### src/hw/rtl/tsb_pkg.sv
// Shared types, character codes and defaults for the teletype scroll buffer.
package tsb_pkg;

	// Default geometry
	localparam int ROWS_DEF = 4;
	localparam int COLS_DEF = 21;

	// Item function codes
	localparam logic FUNC_FEED = 1'b0;
	localparam logic FUNC_READ = 1'b1;

	// Character codes
	localparam logic [7:0] CH_LF   = 8'h0A;
	localparam logic [7:0] CH_CR   = 8'h0D;
	localparam logic [7:0] CH_LO   = 8'h20;
	localparam logic [7:0] CH_HI   = 8'h7E;
	localparam logic [6:0] CH_DOT  = 7'h2E;

	// Input item
	typedef struct packed {
		logic       func;
		logic [7:0] byte_in;
		logic [1:0] read_row;
		logic [4:0] read_col;
	} in_t;

	// Result item
	typedef struct packed {
		logic [6:0] cell_char;
		logic [4:0] row_length;
		logic [4:0] cursor_column;
		logic       scrolled;
	} out_t;

	// Per-item result from the line control, before the text read returns
	typedef struct packed {
		logic       hit;
		logic [4:0] row_length;
		logic [4:0] cursor_column;
		logic       scrolled;
	} res_t;

	// Map a raw byte to its stored 7-bit character
	function automatic logic [6:0] to_glyph(input logic [7:0] b);
		logic [6:0] g;
		if (b < CH_LO || b > CH_HI) begin
			g = CH_DOT;
		end else begin
			g = b[6:0];
		end
		return g;
	endfunction

endpackage

### src/hw/rtl/tsb_text_ram.sv
// Character store: one write port, one registered read port.
module tsb_text_ram #(
	parameter int DEPTH = 84,
	parameter int AW    = 7,
	parameter int DW    = 7
) (
	input  logic          clk,
	input  logic          we,
	input  logic [AW-1:0] wr_addr,
	input  logic [DW-1:0] wr_data,
	input  logic          re,
	input  logic [AW-1:0] rd_addr,
	output logic [DW-1:0] rd_data
);

	logic [DW-1:0] mem [DEPTH];
	logic [DW-1:0] rd_data_q;

	// Write port
	always_ff @(posedge clk) begin
		if (we) begin
			mem[wr_addr] <= wr_data;
		end
	end

	// Registered read, held while not enabled
	always_ff @(posedge clk) begin
		if (re) begin
			rd_data_q <= mem[rd_addr];
		end
	end

	assign rd_data = rd_data_q;

endmodule

### src/hw/rtl/tsb_line_ctrl.sv
// Ring pointer, line lengths and cell addressing for one item per cycle while adv is high.
module tsb_line_ctrl #(
	parameter int ROWS = tsb_pkg::ROWS_DEF,
	parameter int COLS = tsb_pkg::COLS_DEF,
	parameter int AW   = 7
) (
	input  logic           clk,
	input  logic           arst_n,
	input  tsb_pkg::in_t   item,
	input  logic           adv,
	output tsb_pkg::res_t  res,
	output logic           we,
	output logic [AW-1:0]  wr_addr,
	output logic [6:0]     wr_data,
	output logic           re,
	output logic [AW-1:0]  rd_addr
);
	import tsb_pkg::*;

	localparam int PTR_W = (ROWS > 1) ? $clog2(ROWS) : 1;
	localparam int LEN_W = $clog2(COLS + 1);
	localparam int SUM_W = PTR_W + 3;

	logic [PTR_W-1:0] top_q;
	logic [LEN_W-1:0] len_q [ROWS];
	logic [LEN_W-1:0] cur_len_q;

	logic             feed, is_lf, is_cr, full, do_scroll, do_write;
	logic [PTR_W-1:0] bottom, wr_slot, rslot, top_nxt;
	logic [LEN_W-1:0] wr_col, new_cur, rlen;
	logic             row_ok, hit;
	logic [SUM_W-1:0] rsum;
	logic [7:0]       rlen_w, cur_w;

	// Feed decode
	always_comb begin
		feed      = (item.func == FUNC_FEED);
		is_lf     = (item.byte_in == CH_LF);
		is_cr     = (item.byte_in == CH_CR);
		bottom    = (top_q == '0) ? PTR_W'(ROWS - 1) : top_q - PTR_W'(1);
		full      = (int'(cur_len_q) >= COLS);
		do_scroll = feed && (is_lf || (!is_cr && full));
		do_write  = feed && !is_lf && !is_cr;
		wr_slot   = do_scroll ? top_q : bottom;
		wr_col    = do_scroll ? '0 : cur_len_q;
		top_nxt   = (int'(top_q) == ROWS - 1) ? '0 : top_q + PTR_W'(1);
		if (do_scroll) begin
			new_cur = do_write ? LEN_W'(1) : '0;
		end else begin
			new_cur = do_write ? cur_len_q + LEN_W'(1) : cur_len_q;
		end
	end

	// Read decode: logical row to physical slot
	always_comb begin
		row_ok = (int'(item.read_row) < ROWS);
		rsum   = SUM_W'(top_q) + SUM_W'(item.read_row);
		if (int'(rsum) >= ROWS) begin
			rsum = rsum - SUM_W'(ROWS);
		end
		rslot  = rsum[PTR_W-1:0];
		rlen   = (!feed && row_ok) ? len_q[rslot] : '0;
		hit    = !feed && row_ok && (int'(item.read_col) < int'(rlen));
	end

	// Result fields, lengths cut to the 5-bit field width
	always_comb begin
		rlen_w            = 8'(rlen);
		cur_w             = 8'(new_cur);
		res.hit           = hit;
		res.row_length    = rlen_w[4:0];
		res.cursor_column = cur_w[4:0];
		res.scrolled      = do_scroll;
	end

	// Text store requests
	assign we      = adv && do_write;
	assign wr_data = to_glyph(item.byte_in);
	assign wr_addr = AW'(int'(wr_slot) * COLS + int'(wr_col));
	assign re      = adv && hit;
	assign rd_addr = AW'(int'(rslot) * COLS + int'(item.read_col));

	// Pointer and length state
	always_ff @(posedge clk or negedge arst_n) begin
		if (!arst_n) begin
			top_q     <= '0;
			cur_len_q <= '0;
			for (int i = 0; i < ROWS; i++) begin
				len_q[i] <= '0;
			end
		end else if (adv && feed && (do_scroll || do_write)) begin
			if (do_scroll) begin
				top_q <= top_nxt;
			end
			len_q[wr_slot] <= new_cur;
			cur_len_q      <= new_cur;
		end
	end

endmodule

### src/hw/rtl/teletype_scroll_buffer_core.sv
// Teletype scroll buffer: top level with input and result registers.
// Pipeline: the input item is registered, then its result is registered when the
// result register is free; the text store read returns along with that result.
// Throughput: one item per cycle while out_stall does not hold a result; the pointer
// update and one text store access per item set this rate.
// Reset: arst_n clears pointer, line lengths and valid flags; the text store
// holds no reset and is only read inside a row's length.
module teletype_scroll_buffer_core #(
	parameter int ROWS = tsb_pkg::ROWS_DEF,
	parameter int COLS = tsb_pkg::COLS_DEF
) (
	input  logic          clk,
	input  logic          arst_n,
	input  logic          in_valid,
	output logic          in_stall,
	input  tsb_pkg::in_t  in_data,
	output logic          out_valid,
	input  logic          out_stall,
	output tsb_pkg::out_t out_data
);
	import tsb_pkg::*;

	localparam int DEPTH = ROWS * COLS;
	localparam int AW    = (DEPTH > 1) ? $clog2(DEPTH) : 1;

	logic          valid_s1, valid_s2;
	in_t           item_s1;
	res_t          res, res_s2;
	logic          s2_free, adv, in_xfer;
	logic          we, re;
	logic [AW-1:0] wr_addr, rd_addr;
	logic [6:0]    wr_data, rd_data;

	// Handshake
	assign s2_free  = !valid_s2 || !out_stall;
	assign adv      = valid_s1 && s2_free;
	assign in_stall = valid_s1 && !s2_free;
	assign in_xfer  = in_valid && !in_stall;

	// Valid flags
	always_ff @(posedge clk or negedge arst_n) begin
		if (!arst_n) begin
			valid_s1 <= 1'b0;
			valid_s2 <= 1'b0;
		end else begin
			valid_s1 <= in_xfer || (valid_s1 && !adv);
			valid_s2 <= adv || (valid_s2 && out_stall);
		end
	end

	// Payload registers
	always_ff @(posedge clk) begin
		if (in_xfer) begin
			item_s1 <= in_data;
		end
		if (adv) begin
			res_s2 <= res;
		end
	end

	tsb_line_ctrl #(
		.ROWS (ROWS),
		.COLS (COLS),
		.AW   (AW)
	) u_ctrl (
		.clk     (clk),
		.arst_n  (arst_n),
		.item    (item_s1),
		.adv     (adv),
		.res     (res),
		.we      (we),
		.wr_addr (wr_addr),
		.wr_data (wr_data),
		.re      (re),
		.rd_addr (rd_addr)
	);

	tsb_text_ram #(
		.DEPTH (DEPTH),
		.AW    (AW),
		.DW    (7)
	) u_ram (
		.clk     (clk),
		.we      (we),
		.wr_addr (wr_addr),
		.wr_data (wr_data),
		.re      (re),
		.rd_addr (rd_addr),
		.rd_data (rd_data)
	);

	// Result
	assign out_valid              = valid_s2;
	assign out_data.cell_char     = res_s2.hit ? rd_data : '0;
	assign out_data.row_length    = res_s2.row_length;
	assign out_data.cursor_column = res_s2.cursor_column;
	assign out_data.scrolled      = res_s2.scrolled;

endmodule
### config.mk
export PLATFORM = sky130hd
export DESIGN_NAME = teletype_scroll_buffer_core
export DESIGN_NICKNAME = d
export VERILOG_FILES = /design/src/hw/rtl/tsb_pkg.sv /design/src/hw/rtl/tsb_text_ram.sv /design/src/hw/rtl/tsb_line_ctrl.sv /design/src/hw/rtl/teletype_scroll_buffer_core.sv
export SDC_FILE = /design/constraint.sdc
export NUM_CORES = 1
export LEC_CHECK = 0
export BUFFER_PORTS_ARGS = -buffer_cell sky130_fd_sc_hd__buf_4
export CORE_AREA = 4 4 217 219
export CTS_BUF_LIST = sky130_fd_sc_hd__clkbuf_4 sky130_fd_sc_hd__clkbuf_8
export DETAILED_ROUTE_END_ITERATION = 10
export DIE_AREA = 0 0 221 223
export PLACE_DENSITY = 0.81
export SYNTH_ARGS = -nofsm -noshare
export SYNTH_HDL_FRONTEND = slang
export SYNTH_SLANG_ARGS = --single-unit
### constraint.sdc
create_clock -name clk -period 8.11 [get_ports clk]
set_clock_uncertainty 0.2 [all_clocks]
set_input_delay 0.811 -clock clk [delete_from_list [all_inputs] [get_ports clk]]
set_output_delay 0.811 -clock clk [all_outputs]
set_load 0.01 [all_outputs]
### Word level (Yosys, flattened, before mapping)

Memories as Yosys holds them, arrays and structs flattened. A register that Yosys moved wholly into a read port is not among the register bits.
Index checks and enable logic that the tools add are counted.

| storage, ports and cells | value |
|---|---|
| register bits | 57 |
| latch bits | 0 |
| bits in writable memories | 588 |
| bits in read-only memories | 0 |
| input bits | 20 |
| output and inout bits | 20 |
| memories | 1 |

Memory list:

| memory | words | width | read ports | clocked after Yosys merged registers in | write ports | RTL line | source |
|---|---|---|---|---|---|---|---|
| u_ram.mem | 84 | 7 | 1 | 1 | 1 | tsb_text_ram.sv:16 | `logic [DW-1:0] mem [DEPTH];` |

| operators by class | value |
|---|---|
| add/sub/neg operators | 7 |
| multipliers | 2 |
| divide/modulo/power cells | 0 |
| magnitude comparators | 8 |
| equality and inequality tests | 3 |
| shifts and indexed selects | 0 |
| muxes and demuxes | 19 |
| bitwise gates (word level) | 3 |
| reduce and logical (&&, ||, !) cells | 30 |

Operator list:

| operator | count |
|---|---|
| 2-to-1 mux 5 bit | 7 |
| bitwise mux 20 bit | 1 |
| == test 8 x 4 -> 1 bit (second input constant) | 2 |
| logical AND 1 bit | 15 |
| adder 7 x 6 -> 7 bit | 2 |
| multiplier 2 x 5 -> 7 bit (second input constant) | 2 |
| 2-to-1 mux 7 bit | 2 |
| binary-select mux 5 bit (select 2 bit) | 1 |
| demux 5 bit (select 2 bit) | 1 |
| greater-or-equal comparator 3 bit (second input constant) | 3 |
| > comparator 8 x 7 -> 1 bit (second input constant) | 1 |
| less-than comparator 8 x 6 -> 1 bit (second input constant) | 1 |
| 2-to-1 mux 2 bit | 4 |
| logical NOT 1 bit | 7 |
| logical OR 1 bit | 6 |
| NOT 2 -> 3 bit | 2 |
| adder 5 x 1 -> 5 bit (second input constant) | 1 |
| greater-or-equal comparator 5 bit (second input constant) | 1 |
| less-than comparator 5 bit | 1 |
| subtractor 2 x 1 -> 2 bit (second input constant) | 2 |
| adder 2 x 2 -> 3 bit | 1 |
| less-than comparator 3 x 1 -> 1 bit (second input constant) | 1 |
| 2-to-1 mux 1 bit | 3 |
| adder 2 x 1 -> 2 bit (second input constant) | 1 |
| other kinds (4) | 4 |

### Longest topological paths before layout

Gate-level depths: netlist (run 1).

| depth | value |
|---|---|
| word-level depth | 12 |
| gate-level depth with buffers | 19 |
| gate-level depth less buffers | 17 |

### Modules after synthesis

Synthesis (run 1) repeated with hierarchy kept, for this count alone.

| unflattened totals | value |
|---|---|
| cells, all modules | 1387 |
| area total of the unflattened synthesis | 26591.8 µm² |

By module, submodules not included:

| module | times used | cells an instance | area each (µm²) | seq. area each (µm²) |
|---|---|---|---|---|
| tsb_text_ram | 1 | 1091 | 23122.2 | 17867.1 |
| tsb_line_ctrl | 1 | 242 | 2409.8 | 675.6 |
| teletype_scroll_buffer_core | 1 | 54 | 1059.8 | 890.9 |

### Worst setup path before layout (run 1)

Ideal clock, no wire load.

| timing path | value |
|---|---|
| path type | register -> register |
| start | register item_s1[12] (netlist name) |
| end | memory u_ram.mem[0][5] (data pin) |
| setup time | 0.666 ns |
| data arrival time | 6.192 ns |
| data required time | 7.244 ns |
| path slack | 1.052 ns |
| cell stages (with the launch flop) | 5 |
| path buffers | 0 |
| cell sequence | edfxtp_1 -> nand4_1 -> nor2_1 -> nor3b_1 -> nand2b_1 |

| on the way | value |
|---|---|
| cells in the longest elaborated chain, start to end | 3 |

Ends and longest elaborated chain:

| element | RTL line | source |
|---|---|---|
| start: declaration | teletype_scroll_buffer_core.sv:27 | `in_t item_s1;` |
| start signal: assignment | teletype_scroll_buffer_core.sv:54 | `item_s1 <= in_data;` |
| less-than comparator 8 x 6 -> 1 bit / > comparator 8 x 7 -> 1 bit (equally long branches) | tsb_pkg.sv:46 | `if (b < CH_LO \|\| b > CH_HI) begin` |
| logical OR 1 bit | tsb_pkg.sv:46 |  |
| 2-to-1 mux 7 bit * | tsb_pkg.sv:46 |  |
| net u_ctrl.wr_data[5] | tsb_line_ctrl.sv:14 | `output logic [6:0] wr_data,` |
| end: declaration | tsb_text_ram.sv:16 |  |

Mark *: on every way through the listed nets, which the timed path passes. The rest lies on a longest branch.

### Worst setup path after layout (run 1)

| timing path | value |
|---|---|
| start | register item_s1[11] (netlist name) |
| end | memory u_ram.mem[28][1] (enable) |

| on the way | value |
|---|---|
| cells in the longest elaborated chain, start to end | 8 |

Ends and longest elaborated chain:

| element | RTL line | source |
|---|---|---|
| == test 8 x 4 -> 1 bit | tsb_line_ctrl.sv:39 | `is_cr = (item.byte_in == CH_CR);` |
| logical NOT 1 bit | tsb_line_ctrl.sv:42, tsb_line_ctrl.sv:43 |  |
| logical AND 1 bit | tsb_line_ctrl.sv:42 | `do_scroll = feed && (is_lf \|\| (!is_cr && full));` |
| logical OR 1 bit | tsb_line_ctrl.sv:42 |  |
| logical AND 1 bit | tsb_line_ctrl.sv:42 |  |
| 2-to-1 mux 2 bit | tsb_line_ctrl.sv:44 | `wr_slot = do_scroll ? top_q : bottom;` |
| multiplier 2 x 5 -> 7 bit | tsb_line_ctrl.sv:79 | `assign wr_addr = AW'(int'(wr_slot) * COLS + int'(wr_col));` |
| adder 7 x 6 -> 7 bit | tsb_line_ctrl.sv:79 |  |

Several ways; a longest one is shown, not always the timed one.

==> results of run 1 <==
final cells by class:
cell class	instances	area, um2	area share, %
antenna	1	2.502	0.008484
clock inverter	53	357.8	1.213
multi-input combinational	645	6872	23.30
clock buffer	122	1529	5.184
tap	600	750.7	2.545
inverter	19	71.32	0.2418
timing repair buffer	60	478.0	1.620
sequential	652	19430	65.89
registers in the layout, summed over array words and instances, names as in the netlist:
name,count
u_ram.mem,588
u_ctrl.len_q,20
item_s1,16
out_data,11
u_ram.rd_data,7
u_ctrl.cur_len_q,5
u_ctrl.top_q,2
out_valid,1
res_s2,1
valid_s1,1
critical path, delay by kind of cell, from the launching register on:
| family | cells | cell delay [ns] |
|---|---|---|
| XOR/XNOR | 1 | 0.16 |
| AND/OR/NAND/NOR | 8 | 3.17 |
| adder cells (fa/ha/maj) | 3 | 0.99 |
| AO/OA/AOI/OAI | 1 | 0.30 |
| buffers and inverters | 1 | 0.23 |
| flip-flops | 1 | 0.41 |
report_power, final:
| part | internal (mW) | switching [mW] | total [mW] |
|---|---|---|---|
| sequential | 3.85 | 0.0619 | 3.91 |
| clock | 1.37 | 1.23 | 2.60 |
| combinational | 1.03 | 1.87 | 2.90 |
| total | 6.25 | 3.16 | 9.41 |
layer usage:
layer,global-route usage (%),vias to the layer above
li1,-,5925
met1,32.73,7244
met2,38.47,889
met3,5.789,138
met4,10.11,0
met5,0,-
layout by cell type, fill, tap and decap left out, types with 17 or more instances in the layout:
| cell type | count |
|---|---|
| edfxtp_1 | 623 |
| mux4_2 | 153 |
| clkbuf_8 | 98 |
| nor3_1 | 93 |
| nand2_1 | 58 |
| buf_4 | 57 |
| mux2_2 | 37 |
| nor2_1 | 33 |
| dfrtp_1 | 29 |
| nand3_1 | 28 |
| clkinv_1 | 27 |
| ha_1 | 24 |
| clkbuf_4 | 24 |
| o22ai_1 | 23 |
| inv_1 | 18 |
| a21oi_1 | 18 |
| a22oi_1 | 18 |
| clkinv_2 | 17 |
kinds of logic after synthesis:
kind of cell,after synthesis
and+or+nand+nor,285
buffers and inverters,109
AOI/OAI and AO/OA,118
xor gates and xnor gates,14
muxes,200
DFF,652
adders and majority gates,28
worst paths after layout:
path / slack, ns / depth (start not counted) / from / end
worst min register to register: 0.30 / 1 / u_ctrl.len_q[7]$_DFFE_PN0P_ / u_ctrl.len_q[7]$_DFFE_PN0P_
worst min-delay path: 0.12 / 1 / in_data[15] / item_s1[15]$_DFFE_PP_
min in group asynchronous: 0.40 / 2 / arst_n / u_ctrl.len_q[11]$_DFFE_PN0P_
worst max register to register: 2.25 / 14 / item_s1[11]$_DFFE_PP_ / u_ram.mem[28][1]$_DFFE_PP_
worst max-delay path: 2.25 / 14 / item_s1[11]$_DFFE_PP_ / u_ram.mem[28][1]$_DFFE_PP_
max in group asynchronous: 7.03 / 2 / arst_n / u_ctrl.len_q[1]$_DFFE_PN0P_
per-stage QoR:
stage	hold WS (ns)	cell area (um2)	std cells	setup slack [ns]
after global placement	0.2845	27600	1975	2.427
after floorplan	0.2632	26720	1406	1.052
after global routing	0.08806	29490	2151	1.934
after detailed placement	0.2921	27600	1975	2.267
after CTS	0.07217	29490	2151	2.284
final	0.1186	29490	2152	2.254
==> out/results.ini, run 1 <==
[outcome]
status = completed

[die]
io_pins = 40
die_h_um = 223
dieArea_um2 = 49280
core_um2 = 45090
rows = 78
dieWidth_um = 221
start_util_pct = 59.26

[synth]
synthTopCellsByArea = edfxtp_1, mux4_2, dfrtp_1
yosys.area_share.simple_pct = 5.367
ys.flop_type = edfxtp_1
synthXorXnorAreaFrac_pct = 0.5104
synth_edf_count = 623
synth_mux_area_share_pct = 14.83
synth-seq-cells = 652
netlist_top_cells_count = edfxtp_1, mux4_2, nor3_1, nand2_1, clkbuf_1
ys_seq_area_share_pct = 72.74
synth_compound_area_share_pct = 3.344
synthAdderAreaFrac_pct = 1.367
synth_top_cell_by_area = edfxtp_1
yosysMostFrequentCell = edfxtp_1
async_reset_ff_share_pct = 4.448
yosysWarnings = 0
synth_cells = 1406
synth_fp_nets = 1454
synth_top_family_by_area = multiplexers
post_synth.cell_area_avg_um2 = 19.00
yosysTopAreaCellShare_pct = 70.02
synthDistinctLibCells = 63
syn_area_um2 = 26720

[pwr]
p_leak_nw = 9.608
power_density_nw_per_um2 = 319.2
ir_worst_vdd_v = 0.0004583
power_mw = 9.414

[global_route]
grtUsageTotal_pct = 24.16
grt_overflow = 0
grt_max_degree = 94
grt_pass1_wl_mm = 89.73
grt_pass1_vias = 14550
antenna_found_initial = 0

[clock_tree]
cts_resized = 0
cts_sinks = 652
htreeDepth = 3
cts_setup_buffers = 0
worstSkewPairLatency_ns = 0.70
clock_path_buffers = 3
cts-root-buf = clkbuf_8
ctsHoldBuffers = 1
path_clk_slew_ns = 0.07
cts_tree = done
numCtsBuffers = 96

[cells_and_area]
nFillCells = 2897
nets = 1522
areaGrowthSynthToFinish_pct = 10.39
final_util_pct = 65.42
drive_gt1_share_pct = 27.60

[placement]
post-dp-hpwl_mm = 35.11
numPortBuffers = 39
gp_congestion = 0.8546

[sta]
fin_crit_ns = 5.856
worst_pin_slew_ns = 1.219
fmax_mhz = 170.8
hold_violations = 0
slew_violations = 0
maxSlewHeadroom_pct = 18.13
rsz0062_at_grt = no
finalSetupViolCount = 0
finalCritPeriodShare_pct = 72.21
setup-tns-final_ns = 0

[routing]
antenna_left = 0
drc = 0
wl_mm = 59.06
wl_met2_mm = 28.94
viasPerCell = 6.597
wirelength_met1_mm = 21.78
wl_per_cell_um = 27.44
vias = 14200
met3_length_mm = 6.147
drt_iter0_markers = 1884
highest_layer = met4
firstDrtPassIters = 5

[critical_path]
cp-start-kind = register
worstPathArrival_ns = 5.94
critPathMaxFanout = 12
slowest_delay_ns = 0.93
cp_cell_sequence = or4b_4, or2_4, o221ai_2, nand2_2, inv_2, nor2_1, ha_1, ha_1, fa_1, xnor2_1, or3b_2, nor2_1, nand2_1, nor3_1
cp.required_ns = 8.20
crit_type = register to register
cp_slowest_cell = nor3_1
cp-end-kind = register

[job]
drv_cap = 0

[min_path]
hold_class = primary input to register

No activity file was read; power rests on OpenSTA's default activity.
==> inputs of run 2 (changes only) <==
--- a/config.mk
+++ b/config.mk
@@ -6,11 +6,11 @@
 export NUM_CORES = 1
 export LEC_CHECK = 0
 export BUFFER_PORTS_ARGS = -buffer_cell sky130_fd_sc_hd__buf_4
-export CORE_AREA = 4 4 217 219
+export CORE_AREA = 4 4 218 220
 export CTS_BUF_LIST = sky130_fd_sc_hd__clkbuf_4 sky130_fd_sc_hd__clkbuf_8
 export DETAILED_ROUTE_END_ITERATION = 10
-export DIE_AREA = 0 0 221 223
-export PLACE_DENSITY = 0.81
+export DIE_AREA = 0 0 222 224
+export PLACE_DENSITY = 0.83
 export SYNTH_ARGS = -nofsm -noshare
 export SYNTH_HDL_FRONTEND = slang
 export SYNTH_SLANG_ARGS = --single-unit
==> constraint.sdc (replaced) <==
create_clock -name clk -period 5.3 [get_ports clk]
set_clock_uncertainty 0.2 [all_clocks]
set_input_delay 0.53 -clock clk [delete_from_list [all_inputs] [get_ports clk]]
set_output_delay 0.53 -clock clk [all_outputs]
set_load 0.01 [all_outputs]
==> out/results.ini, run 2 (same netlist as run 1, synthesis figures left out) <==
[global_route]
antenna_found_initial = 0  ; unchanged
grt_max_degree = 86  ; -8.5%
grt_pass1_wl_mm = 96.02  ; +7.0%
grtUsageTotal_pct = 25.62  ; +1.5 points
grt_overflow = 0  ; unchanged
grt_pass1_vias = 15570  ; +7.0%

[clock_tree]
cts_sinks = 652  ; unchanged
htreeDepth = 3  ; unchanged
cts_setup_buffers = 0  ; unchanged
worstSkewPairLatency_ns = 0.67  ; -0.03 ns
cts_tree = done
path_clk_slew_ns = 0.06  ; about the same
numCtsBuffers = 97  ; +1.0%
cts-root-buf = clkbuf_8
clock_path_buffers = 3  ; unchanged

[die]
die_h_um = 224  ; +0.45%
core_um2 = 45280  ; +0.43%
io_pins = 40  ; unchanged
dieArea_um2 = 49730  ; +0.90%
rows = 78  ; unchanged
dieWidth_um = 222  ; +0.45%
start_util_pct = 59.00  ; -0.26 points

[pwr]
p_sw_mw = 4.995  ; +58%
power_density_nw_per_um2 = 480.6  ; +51%
intPower_mw = 9.824  ; +57%
combPwrFrac_pct = 32.3  ; +1.5 points
p_leak_nw = 10.45  ; +8.8%
pwr-share-seq_pct = 40.3  ; -1.2 points
ir_worst_vdd_v = 0.0006243  ; +36%
switching_share_pct = 33.71  ; +0.11 points
clockPowerShare_pct = 27.5  ; about the same

[cells_and_area]
multi_input_area_um2 = 6930  ; +0.86%
diodes = 0  ; -1
reg_top3 = u_ram.mem (588), u_ctrl.len_q (20), item_s1 (16)
regArea_um2 = 19430  ; unchanged
largest-register = u_ram.mem
final_util_pct = 68.09  ; +2.7 points
final_cell_mix = edfxtp_1, buf_4, mux4_2
mostFrequentLayoutCell = edfxtp_1
nets = 1675  ; +10%
areaGrowthSynthToFinish_pct = 15.41
largest_register_ffs = 588  ; unchanged
nFillCells = 2764  ; -4.6%
drive_gt1_share_pct = 33.78  ; +6.2 points
final_area_um2 = 30830  ; +4.5%

[routing]
firstDrtPassIters = 6  ; +1
drt_iter0_markers = 2162  ; +15%
viasPerCell = 6.561  ; -0.54%
wl_mm = 63.22  ; +7.1%
drc = 0  ; unchanged
wl_per_cell_um = 27.46  ; about the same
vias = 15100  ; +6.4%
antenna_left = 0  ; unchanged

[sta]
worst_pin_slew_ns = 1.092  ; -0.1268 ns
slew_violations = 0  ; unchanged
maxSlewHeadroom_pct = 27.22  ; +9.1 points
finalSetupViolCount = 0  ; unchanged
fin_crit_ns = 5.171  ; -0.6853 ns
finalCritPeriodShare_pct = 97.56  ; +25 points
fmax_mhz = 193.4  ; +13%
rsz0062_at_grt = yes
hold_violations = 0  ; unchanged

[critical_path]
crit_type = register to register
cp_num_buf_inv = 1  ; unchanged
r2r-end = u_ram.mem[59][1]$_DFFE_PP_
critPathMaxFanout = 11  ; -1
slowest_delay_ns = 0.57  ; -0.36 ns
cp-end-kind = register
reg2reg_depth = 15  ; +1
worstPathArrival_ns = 5.35  ; -0.59 ns
cp-start-kind = register
critPathTopFamily = simple AND/OR/NAND/NOR gates
r2r_setup_slack_ns = 0.13  ; -2.12 ns
cp_cell_sequence = or4b_4, or2_4, o221ai_4, nand2_4, nor2_1, a21oi_1, ha_1, ha_1, fa_1, xnor2_1, or3b_2, nor2_1, nand2_1, nor3_1, buf_4
cp.required_ns = 5.48  ; -2.72 ns
cp_slowest_cell = or4b_4
r2r-start = item_s1[12]$_DFFE_PP_

[outcome]
status = completed

[min_path]
hold_class = primary input to asynchronous set/reset pin

[placement]
post-dp-hpwl_mm = 39.38  ; +12%
gp_congestion = 0.8890  ; +4.0%
postPlaceCellArea_um2 = 28650  ; +3.8%
numPortBuffers = 39  ; unchanged

[job]
drv_cap = 0  ; unchanged

## run 2: routing by layer
metal / GRT usage (%) / vias up / wire length (um)
met1: 34.55 / 7624 / 22350
met5: 0 / - / 0
met4: 10.84 / 0 / 2371
li1: - / 6207 / -
met2: 42.00 / 1092 / 31540
met3: 4.783 / 180 / 6958
## run 2: what timing repair did
item / CTS / global route
resized for setup: 2 / 11
setup endpoints to repair: 5 / 390
hold buffers: 20 / 0
endpoints found under the hold margin: 47 / 0
gates cloned: 0 / 0
pin swaps: 0 / 0
## run 2: worst max-delay path by stage
| stage | startpoint | to | slack, ns | depth (start not counted) |
|---|---|---|---|---|
| floorplan | item_s1[12]$_DFFE_PP_ | u_ram.mem[10][0]$_DFFE_PP_ | 0.33 | 16 |
| global placement | item_s1[12]$_DFFE_PP_ | u_ram.mem[66][4]$_DFFE_PP_ | 0.13 | 16 |
| detailed placement | item_s1[12]$_DFFE_PP_ | u_ram.mem[66][4]$_DFFE_PP_ | -0.007 | 16 |
| CTS | item_s1[13]$_DFFE_PP_ | u_ram.mem[66][2]$_DFFE_PP_ | 0.03 | 16 |
| global route | item_s1[12]$_DFFE_PP_ | u_ram.mem[46][6]$_DFFE_PP_ | -0.03 | 16 |
| finish | item_s1[12]$_DFFE_PP_ | u_ram.mem[59][1]$_DFFE_PP_ | 0.13 | 15 |
## run 2: final cells by class
| type | count | area share, % |
|---|---|---|
| clock buffer | 126 | 5.157 |
| clock inverter | 48 | 1.108 |
| inverter | 19 | 0.2313 |
| multi-input combinational | 645 | 22.48 |
| sequential | 652 | 63.03 |
| tap | 600 | 2.435 |
| timing repair buffer | 212 | 5.567 |
## run 2: through the flow
step                      hold WS, ns  worst slack (ns)  TNS (ns)  power [mW]  std cells
after floorplan               0.03441            0.3339         0       8.922       1406
after global placement         0.2656            0.1281         0       10.53       2108
after detailed placement       0.2735         -0.007203  -0.03574       10.64       2108
after CTS                      0.1026           0.02613         0       14.72       2302
after global routing           0.1697          -0.02521   -0.2632       15.32       2302
final                          0.1461            0.1291         0       14.82       2302
## run 2: power by group through the flow
stage | registers (mW) | clock network (mW) | logic (mW)
6_report | 5.97 | 4.07 | 4.78
5_1_grt | 5.98 | 4.37 | 4.97
4_1_cts | 5.97 | 4.11 | 4.65
3_5_place_dp | 6.07 | 0 | 4.57
3_3_place_gp | 6.06 | 0 | 4.47
2_1_floorplan | 6.03 | 0 | 2.89
